==> src/rtl/tsb_pkg.sv <==
package tsb_pkg;

    localparam int ACT_W     = 3;
    localparam int COORD_W   = 24;
    localparam int FRAC_W    = 16;
    localparam int CH_W      = 8;
    localparam int WORD_W    = 32;
    localparam int SIZE_W    = 9;
    localparam int CFG_IDX_W = 4;
    localparam int PAL_DEPTH = 256;
    localparam int PAL_AW    = $clog2(PAL_DEPTH);

    localparam logic [ACT_W-1:0] ACT_PAL_WR  = 3'd0;
    localparam logic [ACT_W-1:0] ACT_IDX_WR  = 3'd1;
    localparam logic [ACT_W-1:0] ACT_ARGB_WR = 3'd2;
    localparam logic [ACT_W-1:0] ACT_POINT   = 3'd3;
    localparam logic [ACT_W-1:0] ACT_BILIN   = 3'd4;

    localparam logic [CFG_IDX_W-1:0] REG_TEX_WIDTH  = 4'd0;
    localparam logic [CFG_IDX_W-1:0] REG_TEX_HEIGHT = 4'd1;

    // work kind of an item once it reaches the texel RAM sequencer
    typedef enum logic [1:0] {
        K_NONE,
        K_WRITE,
        K_POINT,
        K_BILIN
    } t_kind;

    // four gathered texels, slot order (x0,y0) (x1,y0) (x0,y1) (x1,y1)
    typedef struct packed {
        logic [3:0][WORD_W-1:0] texel;
        logic [CH_W-1:0]        wa;
        logic [CH_W-1:0]        wb;
    } t_quad;

endpackage

==> src/rtl/tsb_result_if.sv <==
interface tsb_result_if;
    import tsb_pkg::*;

    logic            valid;
    logic            ready;
    logic [CH_W-1:0] chan_x;
    logic [CH_W-1:0] chan_y;
    logic [CH_W-1:0] chan_z;
    logic [CH_W-1:0] chan_w;

    modport source (output valid, chan_x, chan_y, chan_z, chan_w, input ready);
    modport sink   (input valid, chan_x, chan_y, chan_z, chan_w, output ready);
endinterface

==> src/rtl/tsb_blend.sv <==
module tsb_blend (
    input  logic          i_clk,
    input  logic          i_rst_n,
    input  logic          i_valid,
    input  tsb_pkg::t_quad i_quad,
    output logic          o_ready,
    tsb_result_if.source  o_res
);
    import tsb_pkg::*;

    localparam int ROW_W = 2 * CH_W;       // one row blend, max 255*256
    localparam int SUM_W = 2 * CH_W + 9;   // row product with a 9-bit weight

    logic                       r_b1_v;
    logic [3:0][ROW_W-1:0]      r_top;
    logic [3:0][ROW_W-1:0]      r_bot;
    logic [CH_W-1:0]            r_wb;
    logic                       r_o_v;
    logic [3:0][CH_W-1:0]       r_chan;

    logic [3:0][ROW_W-1:0]      n_top;
    logic [3:0][ROW_W-1:0]      n_bot;
    logic [3:0][CH_W-1:0]       n_chan;
    logic                       out_ld;
    logic                       b1_go;

    assign out_ld  = !r_o_v || o_res.ready;
    assign b1_go   = r_b1_v && out_ld;
    assign o_ready = !r_b1_v || b1_go;

    // horizontal blend of both rows
    always_comb begin
        logic [ROW_W:0] wa_n;
        logic [ROW_W:0] wa;
        logic [ROW_W:0] t;
        logic [ROW_W:0] b;
        wa_n = (ROW_W+1)'(9'd256 - {1'b0, i_quad.wa});
        wa   = (ROW_W+1)'(i_quad.wa);
        for (int k = 0; k < 4; k++) begin
            t = (ROW_W+1)'(i_quad.texel[0][k*CH_W +: CH_W]) * wa_n
              + (ROW_W+1)'(i_quad.texel[1][k*CH_W +: CH_W]) * wa;
            b = (ROW_W+1)'(i_quad.texel[2][k*CH_W +: CH_W]) * wa_n
              + (ROW_W+1)'(i_quad.texel[3][k*CH_W +: CH_W]) * wa;
            n_top[k] = t[ROW_W-1:0];
            n_bot[k] = b[ROW_W-1:0];
        end
    end

    // vertical blend and round to 8 bits
    always_comb begin
        logic [SUM_W-1:0] wb_n;
        logic [SUM_W-1:0] wb;
        logic [SUM_W-1:0] s;
        wb_n = SUM_W'(9'd256 - {1'b0, r_wb});
        wb   = SUM_W'(r_wb);
        for (int k = 0; k < 4; k++) begin
            s = SUM_W'(r_top[k]) * wb_n + SUM_W'(r_bot[k]) * wb + SUM_W'(17'h08000);
            n_chan[k] = s[FRAC_W +: CH_W];
        end
    end

    always_ff @(posedge i_clk) begin
        if (!i_rst_n) begin
            r_b1_v <= 1'b0;
            r_o_v  <= 1'b0;
        end else begin
            if (o_ready) begin
                r_b1_v <= i_valid;
            end
            if (out_ld) begin
                r_o_v <= r_b1_v;
            end
        end
    end

    always_ff @(posedge i_clk) begin
        if (o_ready && i_valid) begin
            r_top <= n_top;
            r_bot <= n_bot;
            r_wb  <= i_quad.wb;
        end
        if (b1_go) begin
            r_chan <= n_chan;
        end
    end

    assign o_res.valid  = r_o_v;
    assign o_res.chan_x = r_chan[0];
    assign o_res.chan_y = r_chan[1];
    assign o_res.chan_z = r_chan[2];
    assign o_res.chan_w = r_chan[3];

endmodule

==> src/flat_wrapper.sv <==
// flat-port wrapper written by rule: the top's interface ports become plain ports
module tsb_blend_flat import tsb_pkg::*;
  (i_clk, i_rst_n, i_valid, i_quad, o_ready, o_res_valid, o_res_chan_x, o_res_chan_y, o_res_chan_z, o_res_chan_w, o_res_ready);
  tsb_result_if o_res_i ();
  input  logic i_clk;
  input  logic i_rst_n;
  input  logic i_valid;
  input  tsb_pkg::t_quad i_quad;
  output logic o_ready;
  output wire logic [$bits(o_res_i.valid)-1:0] o_res_valid;
  output wire logic [$bits(o_res_i.chan_x)-1:0] o_res_chan_x;
  output wire logic [$bits(o_res_i.chan_y)-1:0] o_res_chan_y;
  output wire logic [$bits(o_res_i.chan_z)-1:0] o_res_chan_z;
  output wire logic [$bits(o_res_i.chan_w)-1:0] o_res_chan_w;
  input wire logic [$bits(o_res_i.ready)-1:0] o_res_ready;
  assign o_res_valid = o_res_i.valid;
  assign o_res_chan_x = o_res_i.chan_x;
  assign o_res_chan_y = o_res_i.chan_y;
  assign o_res_chan_z = o_res_i.chan_z;
  assign o_res_chan_w = o_res_i.chan_w;
  assign o_res_i.ready = o_res_ready;
  tsb_blend u_core (.i_clk(i_clk), .i_rst_n(i_rst_n), .i_valid(i_valid), .i_quad(i_quad), .o_ready(o_ready), .o_res(o_res_i));
endmodule
==> config.mk <==
export PLATFORM = sky130hd
export DESIGN_NAME = tsb_blend_flat
export DESIGN_NICKNAME = d
export VERILOG_FILES = /design/src/rtl/tsb_pkg.sv /design/src/rtl/tsb_result_if.sv /design/src/rtl/tsb_blend.sv /design/src/flat_wrapper.sv
export SDC_FILE = /design/constraint.sdc
export NUM_CORES = 2
export LEC_CHECK = 0
export CAP_MARGIN = 20
export CORE_ASPECT_RATIO = 1.25
export CORE_MARGIN = 1
export CORE_UTILIZATION = 30
export CTS_BUF_LIST = sky130_fd_sc_hd__clkbuf_4
export CTS_CLUSTER_SIZE = 28
export DETAILED_ROUTE_END_ITERATION = 6
export DONT_BUFFER_PORTS = 1
export PLACE_DENSITY = 0.51
export SYNTH_ARGS = -nofsm -noshare
export SYNTH_HDL_FRONTEND = slang
export SYNTH_SLANG_ARGS = --single-unit
==> constraint.sdc <==
create_clock -name i_clk -period 9.65 [get_ports i_clk]
set_input_delay 2.4125 -clock i_clk [delete_from_list [all_inputs] [get_ports i_clk]]
set_output_delay 2.4125 -clock i_clk [all_outputs]
set_load 0.1 [all_outputs]
# After elaboration in Yosys (flattened, before gate mapping)
# Index checks and enable logic that the tools add are counted.
dict set report word_totals {
  regBits 170
  input_bits 148
  out_inout_bits 34
  word_cells 63
}
dict set report op_classes {
  add_sub_neg 18
  mul 24
  n_reduce_logical 6
}
# op count
set op_table {}
lappend op_table {{$mul A8 B17 Y16} 8}
lappend op_table {{$add A16 B16 Y16} 8}
lappend op_table {{$mul A8 B8 Y16} 8}
lappend op_table {{$mul A16 B25 Y24} 4}
lappend op_table {{$add A24 B16 Y24 const B} 4}
lappend op_table {{$add A24 B24 Y24} 4}
lappend op_table {{$mul A16 B8 Y24} 4}
lappend op_table {{$sub A9 B8 Y10 const A} 2}
lappend op_table {{$logic_and A1 B1 Y1} 2}
lappend op_table {{$logic_not A1 Y1} 2}
lappend op_table {{$logic_or A1 B1 Y1} 2}

# Longest topological paths before layout
dict set report depth {
  word_depth 5
  ltp_mapped 30
}

# Worst setup path before layout
# No wires, ideal clock.
dict set report synth_timing {
  path_type {input to register}
  from {input i_quad[9] (netlist name)}
  to {register u_core.r_bot[63] (netlist name), data pin}
  setup_time_ns 0.266
  t_arrival_ns 8.854
  setup_slack_ns 0.531
  stages 25
  n_path_buf 4
  cell_sequence {clkbuf_1 > clkbuf_1 > inv_1 > ha_1 > or3b_4 > nor4b_4 > clkbuf_1 > clkbuf_1 > nand2_1 > fa_1 > inv_1 > fa_1 > inv_1 > fa_1 > fa_1 > fa_1 > inv_1 > fa_1 > ha_1 > and2_1 > a31oi_1 > o31ai_1 > o41a_1 > nor4_1 > nor3_1}
}
# element line_no
set synth_rtl {}
lappend synth_rtl {{from (decl)} flat_wrapper.sv:8} ;# input tsb_pkg::t_quad i_quad;
lappend synth_rtl {{to (signal assigned)} tsb_blend.sv:79} ;# r_bot <= n_bot;
lappend synth_rtl {{to (decl)} tsb_blend.sv:16} ;# logic [3:0][ROW_W-1:0] r_bot;

==> metrics list <==
- The synthesized netlist devotes 2.358% of its cell area to compound gates.
- In the synthesized netlist the async set-or-reset flop fraction comes to 0%.
* Synthesized-area fraction occupied by and/or/nand/nor cells: 16.80%
* Maximum fanout encountered on the critical timing path: 18
* Crit-path leading delay family: adder cells
- The die covers 257,800 µm².
- Destination of the worst hold path: u_core.o_res.valid
* Slew at the pin closest to its max-slew limit: roughly 1.1 ns
- The tool flagged a number of max-cap violations equal to 0.
- Multiplexer area fraction after synthesis: 0%
- Largest cells by area after synthesis: fa_1 (44%), ha_1 (16%), and2_1 (11%)
- The initialized floorplan defines roughly 210 standard-cell rows.
* WP data required: ~10 ns
- Period Utilization, post-route: between 80 and 90%
- Cells with a size suffix above 1 make up 1.777% of the layout.
- Number of endpoints with negative hold slack in the final report: 0
- Synthesized-area fraction occupied by xor and xnor cells: 2.462%
- After global routing the overflow that remains totals 0.
* Horiz. Die Dim: around 450 µm
- During synthesis, Yosys emitted a total of 0 warnings.
- After clock tree synthesis, the repair step resized 0 gates.
* Final critical delay including setup and external delays: 8.468 ns
* Distinct cell type count of the synthesized netlist: 57
* Synth-to-Final Area Change: 5.615%
* Top Ports: about 180
* Buffer levels on the longest clock path: 3
- STA classifies the critical path endpoint as a register.
- The run finished with clean final reports.
* Number of nets at the end of the flow: 10,804
* Synthesized area divided by synthesized cell count: roughly 9.4 µm²
- Worst R2R End: u_core.o_res.chan_z[6]
* Initial standard-cell utilization of the core: a little under a third
- The synthesized design contains between 150 and 200 enable-type register cells.
- The later pin in the worst-skew pair is clocked with a latency of 0.81 ns.
* First-pass GRT wire length: approximately 330 mm
* Largest family of logic cells by synthesized area: adder cells
* Hold path start: u_core.r_b1_v
- The congestion estimate from routability-driven global placement came to 0.8409.
- Sinks on the clock net: 170
- The final route contains between 50,000 and 60,000 vias.
* RSZ-0062 raised after global routing: no
- The worst register-to-register path has a setup slack of roughly 1.2 ns.
- Worst slew slack as a fraction of its limit: between 20% and 30%
- First drt pass iteration count: 5
- Summed over its instances, the top area cell type makes up ~44% of the synthesized netlist area.
- Most repeated library cell on the critical path: fa_1
* Number of antenna violations at the first check in global routing: 14
* Maximum number of pins on one net before global-route repair: about 130
- Synthesis inferred 170 register bits.
- Cell-by-cell listing of the critical path: inv_1, ha_2, or3b_4, xor2_4, and2_1, fa_1, inv_1, fa_1, fa_1, inv_1, fa_1, fa_1, fa_1, inv_1, fa_1, inv_1, ha_1, a21oi_1, a21boi_0, a211o_1, a221o_1, a211o_1, a21oi_1, xnor2_1
* Number of buffers inserted by hold repair at cts: 0
* Clock transition at the registers of the reported paths: 0.18 ns
* Antenna Violating Nets Remaining: 0
- Startpoint Class: register
- CTS Root Buffer Type: clkbuf_4
- Post-detailed-route DRC marker count: 0
* Layout Skew: 0.05596 ns
- The die is 567.4 µm tall.
- DR iter-0 viols: 2,113
* Number of setup buffers added after CTS: 0
* Standard cell core area: 254,300 µm²
* Buffers on Ports: 0
* Final Setup Violations: 0
- Cell count of the worst hold path: 1
* CTS buffer count: 25
- Buffers and inverters on the worst path: 5
- For this run, the slowest stage of the critical path takes approximately 0.73 ns.
- Cells fill 31.86% of the core in the end.
- The worst register-to-register path begins at u_core.r_wb[1].
- Arithmetic-cell share of the synthesized area counting full adders, half adders and majority gates: about three fifths
* Mapped Cells: 8,158
- Counting every net in the synthesized netlist gives 10,976.
* Average routed wire per standard cell: about 18 µm
- TritonCTS built the clock tree.
* Total Routing Usage GR: between 10% and 20%
* Total half-perimeter wirelength after legalization and detailed placement: 169.9 mm
- Number of inserted filler cells in the final layout: approximately 27,000
* Worst Path Class, Setup: reg -> reg
- DR vias/cell: between 4 and 5
- The min-delay analysis places its worst path in the category reg -> reg.
- Worst reg-to-reg path cell count: 24
- Post-Route Setup TNS: 0 ns
- Cell area after technology mapping: 76,720 µm²
- H-tree Lvls: 4
* Highest clock rate: 118.1 MHz
- Summed over all layers, the routed wires come to 205.6 mm.
- Via count of the first global-routing pass: 58,326
- For this run, the leading register cell type out of synthesis is edfxtp_1.
- Data arrives at the worst endpoint at 8.99 ns.
- Sequential elements use 6.627% of the synthesized area.
- Top cell type by total area after synthesis: fa_1
* Final Hold Slack: 0.5561 ns
- Crit-path slowest cell: edfxtp_1
* Max-slew violations: 0
[cells by family (layout without fill, tap and decap cells)]
family	after synthesis	in the layout
simple gates	2436	2436
xor+xnor	214	214
buf+inv	2390	2224
other cells	0	10
flops	170	170
compound gates	278	278
fa+ha+maj	2670	2670
[worst register-to-register path, cell delays in order, from the launching register on]
cell and delay [ns]:
edfxtp_1 0.73, inv_1 0.18, ha_2 0.22, or3b_4 0.44
xor2_4 0.62, and2_1 0.26, fa_1 0.42, inv_1 0.09
fa_1 0.43, fa_1 0.49, inv_1 0.05, fa_1 0.50
fa_1 0.51, fa_1 0.49, inv_1 0.05, fa_1 0.48
inv_1 0.04, ha_1 0.30, a21oi_1 0.15, a21boi_0 0.10
a211o_1 0.36, a221o_1 0.40, a211o_1 0.31, a21oi_1 0.19
xnor2_1 0.37
[layout by cell type (no fill, tap or decap), types with 4 or more instances in the layout]
master    synthesis  routed
inv_1          2116    2116
fa_1           1688    1688
and2_1         1322    1321
ha_1            982     980
nand2_1         894     894
edfxtp_1        168     168
xnor2_1         145     135
a21oi_1          92      92
xor2_1           67      65
buf_4             0      61
nor2_1           45      45
a21o_1           38      38
o21ai_0          37      37
nor3_1           36      36
nand3_1          31      31
clkbuf_4          0      28
and3_1           22      22
o21bai_1         18      18
a31oi_1          16      16
or3_1            16      16
xnor2_2           2      12
o21a_1           12      12
buf_12            0      12
diode_2           0      10
or2_2            10      10
o211ai_1          9       9
nand4_1           9       9
a211oi_1          9       9
nand2b_1          8       8
nor2b_1           9       8
nor4_1            7       7
nand3b_1          7       7
or4_1             7       7
o31ai_1           6       6
a211o_1           6       6
o311ai_0          6       6
and4_1            5       5
nand4b_1          4       4
[sequential cells by signal, summed over array words and instances (netlist names), 8 cells and up]
name and cells:
u_core.r_bot 64, u_core.o_res.chan_y 8, u_core.o_res.chan_w 8, u_core.r_wb 8, u_core.o_res.chan_x 8, u_core.o_res.chan_z 8, u_core.r_top 64
[cells in the mapped netlist, types with 8 or more instances]
| cell type | n |
|---|---|
| or2_2 | 10 |
| edfxtp_1 | 168 |
| nand3_1 | 31 |
| nor2_1 | 45 |
| nand2b_1 | 8 |
| nor3_1 | 36 |
| o21ai_0 | 37 |
| a21oi_1 | 92 |
| and2_1 | 1322 |
| inv_1 | 2116 |
| a31oi_1 | 16 |
| nand2_1 | 894 |
| a21o_1 | 38 |
| buf_1 | 44 |
| or3_1 | 16 |
| o211ai_1 | 9 |
| xor2_1 | 67 |
| o21bai_1 | 18 |
| and3_1 | 22 |
| a211oi_1 | 9 |
| nor2b_1 | 9 |
| xnor2_1 | 145 |
| ha_1 | 982 |
| fa_1 | 1688 |
| clkbuf_1 | 230 |
| o21a_1 | 12 |
| nand4_1 | 9 |
[worst max path at each step]
stage,startpoint,end,cells past startpoint,slack (ns)
after floorplan,i_quad[9],u_core.r_bot[63],25,0.53
after global placement,i_quad[8],u_core.r_bot[13],21,0.55
after detailed placement,i_quad[8],u_core.r_bot[15],21,0.54
after CTS,u_core.r_wb[1],u_core.o_res.chan_z[6],23,1.01
after global routing,u_core.r_wb[1],u_core.o_res.chan_z[6],23,0.74
final,u_core.r_wb[1],u_core.o_res.chan_z[6],24,1.18
[area by class of cell]
| class | instances | area, µm² | share of cell area, % |
|---|---|---|---|
| Multi-Input combinational cell | 5598 | 62810 | 77.51 |
| Inverter | 2116 | 7943 | 9.802 |
| Sequential cell | 170 | 5085 | 6.275 |
| Tap cell | 3344 | 4184 | 5.163 |
| Timing Repair Buffer | 75 | 728.2 | 0.8986 |
| Clock buffer | 28 | 210.2 | 0.2594 |
| Clock inverter | 5 | 51.30 | 0.06331 |
| Antenna cell | 10 | 25.02 | 0.03088 |
[per-layer routing]
layer / track usage, % / part of all wire (%)
met5: 0 / 0.026
met4: 3.567 / 2.1
met3: 1.934 / 3.9
met2: 30.08 / 52
met1: 20.39 / 42
[per-stage QoR]
| stage | worst slack, ns | area [µm²] | instances |
|---|---|---|---|
| after floorplan | 0.5305 | 76720 | 8158 |
| after global placement | 0.5493 | 80720 | 11301 |
| after detailed placement | 0.5448 | 80750 | 11303 |
| after CTS | 1.014 | 81010 | 11336 |
| after global routing | 0.7383 | 81020 | 11340 |
| final | 1.182 | 81030 | 11346 |
Power is not shown: default switching activity piles up to over one toggle a cycle in this logic, so the estimate is an artifact.
